===== config.mk =====
export PLATFORM = sky130hd
export DESIGN_NAME = bbc_cell
export DESIGN_NICKNAME = d
export VERILOG_FILES = /design/src/block_buffer_cache_lru_macros.svh /design/src/bbc_pkg.sv /design/src/bbc_cell.sv
export SDC_FILE = /design/constraint.sdc
export NUM_CORES = 1
export LEC_CHECK = 0
export ABC_AREA = 1
export BUFFER_PORTS_ARGS = -buffer_cell sky130_fd_sc_hd__buf_2
export CAP_MARGIN = 20
export CORE_ASPECT_RATIO = 0.9
export CORE_UTILIZATION = 50
export DETAILED_ROUTE_END_ITERATION = 10
export GPL_ROUTABILITY_DRIVEN = 0
export GPL_TIMING_DRIVEN = 0
export PLACE_DENSITY = 0.87
export REMOVE_ABC_BUFFERS = 1
export SYNTH_ARGS = -nofsm -noshare
export SYNTH_HDL_FRONTEND = slang
export SYNTH_SLANG_ARGS = --single-unit

===== constraint.sdc =====
create_clock -name i_clk -period 1.6 [get_ports i_clk]
set_input_delay 0.24 -clock i_clk [delete_from_list [all_inputs] [get_ports i_clk]]
set_output_delay 0.24 -clock i_clk [all_outputs]
set_load 0.01 [all_outputs]

===== src/block_buffer_cache_lru_macros.svh =====
// ---------------------------------------------------------------------------
// Block buffer cache assertion macros
// Shared property wrappers for the concurrent checks in the RTL.
// ---------------------------------------------------------------------------
`ifndef BLOCK_BUFFER_CACHE_LRU_MACROS_SVH
`define BLOCK_BUFFER_CACHE_LRU_MACROS_SVH

// Same-cycle implication, disabled while reset is asserted
`define BBC_ASSERT_NOW(label, ante, cons, msg) \
    label: assert property (@(posedge i_clk) disable iff (!i_rst_n) \
        (ante) |-> (cons)) else $error(msg);

// Next-cycle implication, disabled while reset is asserted
`define BBC_ASSERT_NEXT(label, ante, cons, msg) \
    label: assert property (@(posedge i_clk) disable iff (!i_rst_n) \
        (ante) |=> (cons)) else $error(msg);

`endif


===== src/bbc_pkg.sv =====
// ---------------------------------------------------------------------------
// Block buffer cache package
// Command and status codes, controller states and the entry record.
// ---------------------------------------------------------------------------
`default_nettype none

package bbc_pkg;

    typedef enum logic [1:0] {
        CMD_GET     = 2'd0,
        CMD_RELEASE = 2'd1,
        CMD_PIN     = 2'd2,
        CMD_UNPIN   = 2'd3
    } t_cmd;

    typedef enum logic [1:0] {
        ST_DONE  = 2'd0,
        ST_MISS  = 2'd1,
        ST_FULL  = 2'd2,
        ST_UNDER = 2'd3
    } t_status;

    typedef enum logic [1:0] {
        S_IDLE = 2'd0,
        S_SCAN = 2'd1,
        S_UPD  = 2'd2
    } t_state;

    // One directory entry
    typedef struct packed {
        logic [7:0]  dev;
        logic [31:0] blk;
        logic [7:0]  cnt;
        logic [31:0] tstamp;
        logic        valid;
    } t_entry;

    // Controls from the sequencer to every cell
    typedef struct packed {
        logic shift;
        logic wr;
    } t_cell_ctl;

    localparam logic [7:0] CNT_MAX = 8'd255;

endpackage

`default_nettype wire


===== src/bbc_cell.sv =====
// ---------------------------------------------------------------------------
// Block buffer cache cell
// Holds one entry; rotates it to its neighbor or loads a broadcast write.
// ---------------------------------------------------------------------------
`default_nettype none

module bbc_cell (
    input  wire logic              i_clk,
    input  wire logic              i_rst_n,
    input  wire bbc_pkg::t_cell_ctl i_ctl,
    input  wire logic              i_sel,
    input  wire bbc_pkg::t_entry   i_next,
    input  wire bbc_pkg::t_entry   i_wdata,
    output bbc_pkg::t_entry        o_entry
);

    bbc_pkg::t_entry r_entry;

    // entry storage: reset to zero, write wins over rotate
    always_ff @(posedge i_clk) begin
        if (!i_rst_n) begin
            r_entry <= '0;
        end else if (i_ctl.wr && i_sel) begin
            r_entry <= i_wdata;
        end else if (i_ctl.shift) begin
            r_entry <= i_next;
        end
    end

    assign o_entry = r_entry;

endmodule

`default_nettype wire


==> impl_results.md <==
* Run status: complete, no violations
* Clock root cell: sky130_fd_sc_hd__clkbuf_8
* CTS tree: built
* CP Class: primary input to register
* Switching fraction of total power at 0.316
* Asr flop ratio synth at 0
* Count of buffers inserted at the top-level ports at 247
* Proportion of layout cells with a drive suffix above 1 at 0.388
* First-pass detailed-route iteration total at 5
* Core occupancy in the finished layout at 0.661
* Buffering stage count on the worst path with inverters included at 2
* Post-CTS Setup Repair Bufs at 0
* Die outline height at 96.0 um
* Family with the most delay on the worst path: buffers and inverters
* Post-synth top cells: 243 x sky130_fd_sc_hd__nand2_1, 82 x sky130_fd_sc_hd__nand3_1, 81 x sky130_fd_sc_hd__dfxtp_1, 81 x sky130_fd_sc_hd__inv_1, 80 x sky130_fd_sc_hd__nand3_2
* Max_cap viols at 0
* Endpoint class of the critical path: register
* DPL Wire Length at 8480 um
* Final Total Pwr at 4.72 mW
* H-tree lvl count at 3
* Worst Path Max Fanout at 89
* Drt wl/cell at 12.7 um
* Layout area overhead at 25.7%
* Yosys warning count at 0
* Placed inst area at 5980 sq um
* Post-synth top area cell: sky130_fd_sc_hd__dfxtp_1
* Setup repair after global routing missed its margin: no
* Seq cells post-synth at 81
* Cell seen most often among critical-path stages: sky130_fd_sc_hd__nand2_1
* Max Clk Rate at 653 MHz
* Number of antenna violations at the first check in global routing at 1
* Synth top area cells: sky130_fd_sc_hd__dfxtp_1 33%, sky130_fd_sc_hd__nand2_1 19%, sky130_fd_sc_hd__nand3_2 16%
* Synthesized-area fraction occupied by ao, oa, aoi and oai cells at 0.0902
* Sequence of cells on the critical path: clkbuf_8 > nand2_8 > buf_16 > nand2_1 > nand2_1 > a21oi_2
* Final TNS setup at 0 ns
* Final setup fails at 0
* Initial Util at 0.526
* Clk pin slew, worst setup/hold paths at 0.09 ns
* Sequential Power Share at 0.481
* Maximum vdd ir drop at 0.446 mV
* Max stage delay on crit path at 0.38 ns
* Library cell with the highest instance count after synthesis: sky130_fd_sc_hd__nand2_1
* Highest-delay cell along the critical path: sky130_fd_sc_hd__buf_16
* Post-route worst setup slack at 0.0688 ns
* Power density of the placed cells at 765 nW/um^2
* Worst hold-check slack at 0.231 ns
* Required time of the worst setup path at 1.79 ns
* Critical Path Source Type: primary input
* # rows at 33
* Combinational share of power at 0.248
* Fraction of synthesized area in multiplexers at 0
* Vias per Instance at 4.98
* Number of primary I/O pins at 248
* Antenna Nets Post-Route at 0
* Flip-flop count of the largest register, all copies and words added at 81
* Post-synthesis instance total at 711
* Slew HR at 0.400
* Horizontal die dimension at 106 um
* Xor/xnor cell area share of the yosys netlist at 0
* Worst min path class: primary input to register
* Worst-Margin Slew at 0.901 ns
* Final non-filler cell area at 6170 sq um
* Die area at 10200 sq um
* Maximum buffer depth of the clock tree at 2
* Aggregate global-route resource usage at 0.252
* Count of distinct cell types in the synthesized netlist at 14
* Count of routing violations after the opening detailed-route iteration at 379
* Number of clock sinks at 81
* Main combinational cell family by area after synthesis: simple AND/OR/NAND/NOR gates
* Number of pins exceeding their max-slew limit in the final report at 0
* Critical path arrival at 1.72 ns
* Clk Latency, worst-skew pair at 0.32 ns
* Internal Pwr Total at 3.23 mW
* Final routed DRC violation total at 0
* Static leakage at 3.42 nW
* Via Count at 5178
* Placed insts at 1022
* Skew final at 0 ns
* Post-layout instance count excluding filler cells at 1040
* Pin count of the biggest net entering global routing at 90
* Final Cycle Share at 0.957
* Post-cts hold buffer count at 0
* # nets final at 1079
* Global-route wire length before repair at 20800 um
* Portion of total power attributed to the clock network at 0.272
* Arithmetic-cell share of the synthesized area counting full adders, half adders and majority gates at 0
* Sequential fraction of the synthesis area at 0.330
* Post-synth EDFFs at 0
* Pre-CTS setup slack at -0.814 ns
* Total CTS buffers at 9
* Routed wire length at 13200 um
* Final Hold Viols at 0
* Predominant post-synthesis flop cell: sky130_fd_sc_hd__dfxtp_1
* Clock period minus worst slack at 1.53 ns
* Switching component of the power at 1.49 mW
* Post-synthesis instance area at 4910 sq um
* Via count of the first global-routing pass at 4597
* Area share of the leading cell type in the synthesized netlist at 0.330
* Simple logic cell fraction of the synthesized area at 0.435
* Total global routing overflow at 0
* Core area at 9330 sq um
* Mean post-synth cell area at 6.90 sq um
[layout by cell type (no fill, tap or decap)]
cell type	count
sky130_fd_sc_hd__buf_16	2
sky130_fd_sc_hd__nand3_1	82
sky130_fd_sc_hd__nand2_8	1
sky130_fd_sc_hd__clkinv_4	2
sky130_fd_sc_hd__diode_2	1
sky130_fd_sc_hd__buf_6	1
sky130_fd_sc_hd__clkbuf_1	3
sky130_fd_sc_hd__clkbuf_8	10
sky130_fd_sc_hd__inv_4	2
sky130_fd_sc_hd__clkinvlp_4	1
sky130_fd_sc_hd__a21oi_2	10
sky130_fd_sc_hd__clkinv_2	1
sky130_fd_sc_hd__nand2_4	1
sky130_fd_sc_hd__nand2_1	243
sky130_fd_sc_hd__buf_8	1
sky130_fd_sc_hd__dfxtp_1	81
sky130_fd_sc_hd__inv_1	81
sky130_fd_sc_hd__a21oi_1	71
sky130_fd_sc_hd__buf_2	244
sky130_fd_sc_hd__nand3_2	80
[path summary, 6_finish.rpt]
kind                            slack [ns]         from  cells past startpoint          end
worst max-delay path                  0.07        i_sel                      6  o_entry[63]
worst min-delay path                  0.23   i_next[48]                      5  o_entry[48]
worst max register to register        0.92  o_entry[72]                      2  o_entry[72]
worst min register to register        0.47  o_entry[49]                      2  o_entry[49]
[power groups by stage]
| stage | registers, mW | clock network (mW) | logic (mW) |
|---|---|---|---|
| after floorplan | 2.39 | 0 | 0.521 |
| after global placement | 2.31 | 0 | 1.14 |
| final | 2.27 | 1.28 | 1.17 |
| after detailed placement | 2.32 | 0 | 1.16 |
| after global routing | 2.29 | 1.43 | 1.30 |
| after CTS | 2.27 | 1.34 | 1.17 |
[worst register-to-register path, stage by stage, from the launching register on]
cell	delay, ns
sky130_fd_sc_hd__dfxtp_1	0.36
sky130_fd_sc_hd__nand3_2	0.08
sky130_fd_sc_hd__a21oi_1	0.17
[logic make-up after synthesis]
group | after synthesis
buffers and inverters | 143
AO/OA/AOI/OAI | 81
flip-flops | 81
AND/OR/NAND/NOR | 406
[layout make-up]
type	instances	area [sq um]
fill	867	3160
multi-input combinational	488	2600
sequential	81	1620
timing repair buffer	249	1320
inverter	83	317
tap	122	153
clock buffer	12	135
clock inverter	4	30.0
antenna	1	2.50
[metal layers]
metal	routed length, um	GRT usage	share of wire
met2	6250	0.459	0.47
met3	1180	0.0697	0.089
met5	0	0	0
met1	5390	0.281	0.41
met4	376	0.103	0.028
[timing repair]
action / 4_1_cts / 5_1_grt
resized for setup: 3 / 3
setup endpoints to repair: 80 / 34
pin swaps: 1 / 0
cloned: 1 / 0
(Power assumes the default switching activity.)
