$ cat src/block_buffer_cache_lru_macros.svh
// ---------------------------------------------------------------------------
// Block buffer cache assertion macros
// Shared property wrappers for the concurrent checks in the RTL.
// ---------------------------------------------------------------------------
`ifndef BLOCK_BUFFER_CACHE_LRU_MACROS_SVH
`define BLOCK_BUFFER_CACHE_LRU_MACROS_SVH

// Same-cycle implication, disabled while reset is asserted
`define BBC_ASSERT_NOW(label, ante, cons, msg) \
    label: assert property (@(posedge i_clk) disable iff (!i_rst_n) \
        (ante) |-> (cons)) else $error(msg);

// Next-cycle implication, disabled while reset is asserted
`define BBC_ASSERT_NEXT(label, ante, cons, msg) \
    label: assert property (@(posedge i_clk) disable iff (!i_rst_n) \
        (ante) |=> (cons)) else $error(msg);

`endif

$ cat src/bbc_pkg.sv
// ---------------------------------------------------------------------------
// Block buffer cache package
// Command and status codes, controller states and the entry record.
// ---------------------------------------------------------------------------
`default_nettype none

package bbc_pkg;

    typedef enum logic [1:0] {
        CMD_GET     = 2'd0,
        CMD_RELEASE = 2'd1,
        CMD_PIN     = 2'd2,
        CMD_UNPIN   = 2'd3
    } t_cmd;

    typedef enum logic [1:0] {
        ST_DONE  = 2'd0,
        ST_MISS  = 2'd1,
        ST_FULL  = 2'd2,
        ST_UNDER = 2'd3
    } t_status;

    typedef enum logic [1:0] {
        S_IDLE = 2'd0,
        S_SCAN = 2'd1,
        S_UPD  = 2'd2
    } t_state;

    // One directory entry
    typedef struct packed {
        logic [7:0]  dev;
        logic [31:0] blk;
        logic [7:0]  cnt;
        logic [31:0] tstamp;
        logic        valid;
    } t_entry;

    // Controls from the sequencer to every cell
    typedef struct packed {
        logic shift;
        logic wr;
    } t_cell_ctl;

    localparam logic [7:0] CNT_MAX = 8'd255;

endpackage

`default_nettype wire

$ cat src/bbc_ctrl.sv
// ---------------------------------------------------------------------------
// Block buffer cache sequencer
// Scans the rotating row at its head cell, then writes back at most one entry.
// ---------------------------------------------------------------------------
`default_nettype none

`include "block_buffer_cache_lru_macros.svh"

module bbc_ctrl #(
    parameter  int ENTRIES = 32,
    localparam int CW      = $clog2(ENTRIES)
) (
    input  wire logic               i_clk,
    input  wire logic               i_rst_n,
    input  wire logic               start,
    input  wire logic [1:0]         i_command,
    input  wire logic [7:0]         i_device,
    input  wire logic [31:0]        i_block_number,
    input  wire logic [4:0]         i_buffer_index,
    input  wire logic [31:0]        i_tick,
    input  wire bbc_pkg::t_entry    i_head,
    output logic                    busy,
    output bbc_pkg::t_cell_ctl      o_ctl,
    output logic [CW-1:0]           o_pick,
    output bbc_pkg::t_entry         o_wdata,
    output logic                    o_valid,
    output logic [1:0]              o_status,
    output logic [4:0]              o_buffer_index_out,
    output logic                    o_needs_fill,
    output logic [7:0]              o_ref_count_out
);

    localparam logic [CW-1:0] LAST = CW'(ENTRIES - 1);

    bbc_pkg::t_state  r_state, n_state;
    logic [CW-1:0]    r_cnt;

    // latched request
    bbc_pkg::t_cmd    r_cmd;
    logic [7:0]       r_dev;
    logic [31:0]      r_blk;
    logic [4:0]       r_idx;
    logic [31:0]      r_tick;
    logic             r_inrange;

    // scan trackers
    logic             r_hit;
    logic [CW-1:0]    r_hidx;
    bbc_pkg::t_entry  r_hent;
    logic             r_free;
    logic [CW-1:0]    r_fidx;
    bbc_pkg::t_entry  r_fent;
    bbc_pkg::t_entry  r_aent;

    logic             w_accept;
    logic             w_match;
    logic             w_freec;
    logic             w_addr;

    bbc_pkg::t_status w_status;
    logic [4:0]       w_oidx;
    logic             w_fill;
    logic [7:0]       w_rcnt;
    logic             w_wr;
    logic [CW-1:0]    w_pick;
    bbc_pkg::t_entry  w_wdata;

    assign w_accept = start && (r_state == bbc_pkg::S_IDLE);

    // next state
    always_comb begin
        n_state = r_state;
        unique case (r_state)
            bbc_pkg::S_IDLE: if (start) n_state = bbc_pkg::S_SCAN;
            bbc_pkg::S_SCAN: if (r_cnt == LAST) n_state = bbc_pkg::S_UPD;
            bbc_pkg::S_UPD:  n_state = bbc_pkg::S_IDLE;
            default:         n_state = bbc_pkg::S_IDLE;
        endcase
    end

    // state outputs
    always_comb begin
        busy        = (r_state != bbc_pkg::S_IDLE);
        o_ctl.shift = (r_state == bbc_pkg::S_SCAN);
        o_ctl.wr    = (r_state == bbc_pkg::S_UPD) && w_wr;
    end

    // state and scan counter
    always_ff @(posedge i_clk) begin
        if (!i_rst_n) begin
            r_state <= bbc_pkg::S_IDLE;
            r_cnt   <= '0;
        end else begin
            r_state <= n_state;
            if (r_state == bbc_pkg::S_SCAN) begin
                r_cnt <= (r_cnt == LAST) ? '0 : r_cnt + 1'b1;
            end
        end
    end

    // request latch
    always_ff @(posedge i_clk) begin
        if (w_accept) begin
            r_cmd     <= bbc_pkg::t_cmd'(i_command);
            r_dev     <= i_device;
            r_blk     <= i_block_number;
            r_idx     <= i_buffer_index;
            r_tick    <= i_tick;
            r_inrange <= (32'(i_buffer_index) < ENTRIES);
        end
    end

    // head cell tests; r_cnt is the index of the entry at the head
    assign w_match = (i_head.dev == r_dev) && (i_head.blk == r_blk);
    assign w_freec = (i_head.cnt == 8'd0) && (!r_free || (i_head.tstamp < r_fent.tstamp));
    assign w_addr  = (32'(r_cnt) == 32'(r_idx));

    // tracker flags
    always_ff @(posedge i_clk) begin
        if (!i_rst_n) begin
            r_hit  <= 1'b0;
            r_free <= 1'b0;
        end else if (w_accept) begin
            r_hit  <= 1'b0;
            r_free <= 1'b0;
        end else if (r_state == bbc_pkg::S_SCAN) begin
            if (!r_hit && w_match) r_hit <= 1'b1;
            if (w_freec) r_free <= 1'b1;
        end
    end

    // tracker payload: first match, oldest free, addressed entry
    always_ff @(posedge i_clk) begin
        if (r_state == bbc_pkg::S_SCAN) begin
            if (!r_hit && w_match) begin
                r_hidx <= r_cnt;
                r_hent <= i_head;
            end
            if (w_freec) begin
                r_fidx <= r_cnt;
                r_fent <= i_head;
            end
            if (w_addr) begin
                r_aent <= i_head;
            end
        end
    end

    // command result and write-back entry
    always_comb begin
        w_status = bbc_pkg::ST_DONE;
        w_oidx   = r_idx;
        w_fill   = 1'b0;
        w_rcnt   = 8'd0;
        w_wr     = 1'b0;
        w_pick   = CW'(r_idx);
        w_wdata  = r_aent;
        unique case (r_cmd) inside
            bbc_pkg::CMD_GET: begin
                if (r_hit) begin
                    w_pick        = r_hidx;
                    w_wdata       = r_hent;
                    w_wdata.cnt   = (r_hent.cnt == bbc_pkg::CNT_MAX) ? r_hent.cnt
                                                                     : r_hent.cnt + 8'd1;
                    w_wdata.valid = 1'b1;
                    w_oidx        = 5'(r_hidx);
                    w_fill        = !r_hent.valid;
                    w_rcnt        = w_wdata.cnt;
                    w_wr          = 1'b1;
                end else if (r_free) begin
                    w_pick         = r_fidx;
                    w_wdata.dev    = r_dev;
                    w_wdata.blk    = r_blk;
                    w_wdata.cnt    = 8'd1;
                    w_wdata.tstamp = r_fent.tstamp;
                    w_wdata.valid  = 1'b1;
                    w_status       = bbc_pkg::ST_MISS;
                    w_oidx         = 5'(r_fidx);
                    w_fill         = 1'b1;
                    w_rcnt         = 8'd1;
                    w_wr           = 1'b1;
                end else begin
                    w_status = bbc_pkg::ST_FULL;
                    w_oidx   = 5'd0;
                end
            end
            bbc_pkg::CMD_PIN: begin
                if (r_inrange) begin
                    w_wdata.cnt = (r_aent.cnt == bbc_pkg::CNT_MAX) ? r_aent.cnt
                                                                   : r_aent.cnt + 8'd1;
                    w_rcnt      = w_wdata.cnt;
                    w_wr        = 1'b1;
                end
            end
            bbc_pkg::CMD_RELEASE, bbc_pkg::CMD_UNPIN: begin
                if (r_inrange) begin
                    if (r_aent.cnt == 8'd0) begin
                        w_status = bbc_pkg::ST_UNDER;
                    end else begin
                        w_wdata.cnt = r_aent.cnt - 8'd1;
                        // release that drops the last reference stamps the time
                        if ((r_cmd == bbc_pkg::CMD_RELEASE) && (w_wdata.cnt == 8'd0)) begin
                            w_wdata.tstamp = r_tick;
                        end
                        w_rcnt = w_wdata.cnt;
                        w_wr   = 1'b1;
                    end
                end
            end
            default: begin
                w_wr = 1'b0;
            end
        endcase
    end

    assign o_pick  = w_pick;
    assign o_wdata = w_wdata;

    // result strobe
    always_ff @(posedge i_clk) begin
        if (!i_rst_n) begin
            o_valid <= 1'b0;
        end else begin
            o_valid <= (r_state == bbc_pkg::S_UPD);
        end
    end

    // result payload
    always_ff @(posedge i_clk) begin
        if (r_state == bbc_pkg::S_UPD) begin
            o_status           <= w_status;
            o_buffer_index_out <= w_oidx;
            o_needs_fill       <= w_fill;
            o_ref_count_out    <= w_rcnt;
        end
    end

    // checks
    `BBC_ASSERT_NEXT(a_strobe_single, o_valid, !o_valid, "result strobe held over two cycles")
    `BBC_ASSERT_NOW(a_strobe_after_upd, o_valid, $past(r_state) == bbc_pkg::S_UPD,
        "result strobe without a write-back cycle")
    `BBC_ASSERT_NEXT(a_accept_busy, w_accept, busy, "accepted item did not raise busy")
    `BBC_ASSERT_NOW(a_no_wr_while_shift, o_ctl.wr, !o_ctl.shift,
        "cell write during rotation")
    `BBC_ASSERT_NEXT(a_scan_wraps, (r_state == bbc_pkg::S_SCAN) && (r_cnt == LAST),
        (r_state == bbc_pkg::S_UPD) && (r_cnt == '0), "scan did not end with row aligned")

endmodule

`default_nettype wire

$ cat config.mk
export PLATFORM = sky130hd
export DESIGN_NAME = bbc_ctrl
export DESIGN_NICKNAME = d
export VERILOG_FILES = /design/src/bbc_pkg.sv /design/src/bbc_ctrl.sv
export VERILOG_INCLUDE_DIRS = /design/src /design/src/src
export SDC_FILE = /design/constraint.sdc
export NUM_CORES = 1
export LEC_CHECK = 0
export BUFFER_PORTS_ARGS = -buffer_cell sky130_fd_sc_hd__buf_2
export CAP_MARGIN = 10
export CORE_MARGIN = 5
export CORE_UTILIZATION = 50
export CTS_CLUSTER_DIAMETER = 80
export DETAILED_ROUTE_END_ITERATION = 16
export HOLD_SLACK_MARGIN = 0.15
export PLACE_DENSITY = 0.85
export SYNTH_ARGS = -nofsm -noshare
export SYNTH_HDL_FRONTEND = slang
export SYNTH_SLANG_ARGS = --single-unit
$ cat constraint.sdc
create_clock -name i_clk -period 36.1 [get_ports i_clk]
set_clock_uncertainty 0.05 [all_clocks]
set_input_delay 7.22 -clock i_clk [delete_from_list [all_inputs] [get_ports i_clk]]
set_output_delay 7.22 -clock i_clk [all_outputs]
set_load 0.02 [all_outputs]
==> flow_summary.json <==
{
  "final_max_slew_viol_count": 0,
  "io_buffers": 268,
  "ys_async_sr_fraction": 0,
  "hold_ws_ps": 491.7,
  "hold_class": "register to register",
  "layout-drive-gt1-share": 0.2594,
  "cts_tree": "done",
  "utilization": 0.6069,
  "final.period_utilization": 0.3115,
  "grt_remaining_overflow": 0,
  "clk_latency_ps": 520,
  "worstPathArrival_ps": 3970,
  "multi_input_area_sq_um": 4562,
  "final_cell_mix": "299 x edfxtp_1, 268 x buf_2, 62 x a21oi_1, 54 x nand2_1, 54 x o21ai_0",
  "via_per_inst": 6.112,
  "status": "complete, no violations",
  "path_cells": "or3_1, or3_1, or3_1, xor2_4, buf_4, nand4_1, o211ai_1, buf_2",
  "synth_edf_count": 299,
  "drt_wl_total_mm": 38.93,
  "grtUsageTotal": 0.2342,
  "hold_viol_final": 0,
  "post_cts_buffers": 0,
  "routedWlPerCell_um": 22.27,
  "crit_path_start_kind": "register",
  "cts-root-buf": "clkbuf_16",
  "hpwlAfterDp_mm": 25.28,
  "seq_area_sq_um": 9181,
  "start_util": 0.5075,
  "synth_top_family_by_area": "compound AO/OA/AOI/OAI gates",
  "path_buf_inv": 2,
  "leakagePower_nw": 6.330,
  "synthToLayoutAreaGrowth_pct": 19.58,
  "nets": 1534,
  "syn_inst": 1087,
  "pin_count": 269,
  "muxShareOfSynthArea": 0.002124,
  "relSlewSlack": 0.2455,
  "cp_top_family": "simple AND/OR/NAND/NOR gates",
  "yosysWarnings": 0,
  "finalSetupTns_ps": 0,
  "grt_max_degree": 76,
  "min_path_cells": 0,
  "grt_pass1_wl_mm": 58.33,
  "fmax_ghz": 0.08893,
  "synth_nets": 1288,
  "synthXorXnorAreaFrac": 0.03221,
  "place_ws_ps": 25390,
  "cts.repair.resized": 0,
  "antenna_found_initial": 11,
  "layout_min_cycle_time_ps": 11240,
  "crit_type": "register to output port",
  "postCtsHoldBufs": 0,
  "synth_fa_ha_area_frac": 0.03363,
  "die_area_sq_um": 31740,
  "p_total_mw": 0.7872,
  "yosys.area_share.simple": 0.09858,
  "rsz0062_at_grt": "false",
  "peakVddDrop_uv": 34.23,
  "cts_buffer_depth": 3,
  "fill_cells": 2188,
  "die_h_um": 178.2,
  "drt.antenna.violating_nets": 0,
  "clkSinkCount": 309,
  "first_pass_iters": 6,
  "layout_commonest_cell": "edfxtp_1",
  "drcViolationCount": 0,
  "cp.required_ps": 28830,
  "crit_top_cell": "or3_1",
  "syn-mean-instance-area_sq_um": 13.01,
  "core_area_sq_um": 27860,
  "path_depth": 8,
  "grt_pass1_vias": 10581,
  "cpMaxStageDelayCell": "xor2_4",
  "drt_iter0_drc": 1300,
  "p_per_area_nw_per_um2": 46.56,
  "cts.clk_slew.worst_paths_ps": 60,
  "setup_viol": 0,
  "cts_buffers": 35,
  "synth-seq-cells": 309,
  "crit_path_max_fanout": 39,
  "rows": 61,
  "netlist_area_sq_um": 14140,
  "synth-seq-area-share": 0.6492,
  "h-tree-depth": 2,
  "synth-main-ff-cell": "edfxtp_1",
  "gp_congestion": 0.8936,
  "die_w_um": 178.2,
  "synth_compound_area_frac": 0.1521,
  "cpPeakStageDelay_ps": 640,
  "reg2regPathDepth": 7,
  "critPathCaptureType": "output port",
  "worst_pin_slew_ps": 1132,
  "drv_cap": 0,
  "yosysUniqueCellTypes": 57,
  "setup_ws_ps": 24860,
  "num_vias": 10684
}
## cell usage after synthesis, drive strengths merged, types with 10 or more instances
library cell  count  area (sq um)
nor2             49         183.9
a21oi            62         310.3
ha               38         475.5
o21a             36         270.3
nand2            54         202.7
nor4             10         62.56
inv              39         146.4
o21ai            55         275.3
a222oi           32         320.3
buf              19         97.60
edfxtp          299          8979
and3             48         300.3
xor2             14         122.6
xnor2            38         332.8
a22oi            40         300.3
o211ai           34         285.3
nor3             15         75.07
nand4            45         281.5
clkbuf           55         206.5
nand3            15         75.07
dfxtp            10         200.2
## layer usage
metal / global-route usage / share of wire / vias to the layer above
met5: 0 / 0.00018 / -
met4: 0.1005 / 0.035 / 2
met3: 0.03730 / 0.072 / 101
met2: 0.3825 / 0.49 / 559
met1: 0.3127 / 0.40 / 5226
li1: - / - / 4796
## worst register-to-register path: stages (launching register included)
cell	delay [ps]
edfxtp_1	400
inv_1	80
ha_1	220
a2111oi_0	650
nor4_1	170
a2111o_1	380
a31oi_1	210
o41a_2	870
## cell type report
type | instances | share of cell area
Timing Repair Buffer | 283 | 0.08599
Tap cell | 378 | 0.02797
Inverter | 40 | 0.008880
Sequential cell | 309 | 0.5430
Clock buffer | 48 | 0.05772
Multi-Input combinational cell | 664 | 0.2698
Clock inverter | 13 | 0.004662
Antenna cell | 13 | 0.001924
## power by group
group / switching (mW) / leakage, nW / internal [mW]
combinational: 0.0334 / 2.99 / 0.0201
sequential: 0.00396 / 2.82 / 0.401
clock: 0.139 / 0.521 / 0.190
## cells by family after synthesis
group                    after synthesis
XOR/XNOR                              52
AND/OR/NAND/NOR                      267
AO/OA/AOI/OAI                        304
buffers and inverters                114
flip-flops                           309
multiplexers                           3
adder cells (fa/ha/maj)               38
## registers in the layout, indices dropped and copies added, names as in the netlist, 2 cells and up
register,flops
r_hent,81
r_aent,81
r_hidx,5
r_state,2
r_dev,8
r_tick,32
o_buffer_index_out,5
r_fidx,5
o_ref_count_out,8
r_cnt,5
r_fent,32
r_idx,5
o_status,2
r_cmd,2
r_blk,32
## final timing paths
path                   start          end  slack, ps
setup / recovery  r_aent[33]  o_wdata[31]      24860
hold reg to reg     r_cnt[3]    r_hidx[3]        490
hold / removal      r_cnt[3]    r_hidx[3]        490
setup reg to reg   r_fent[2]    r_fidx[4]      32680
## through the flow
step,cells,instance area [sq um]
after floorplan,1087,14140
final,1748,16910
after detailed placement,1674,15820
after CTS,1735,16870
after global routing,1745,16900
after global placement,1674,15820
Note: power is estimated with default switching activity, not from simulation.
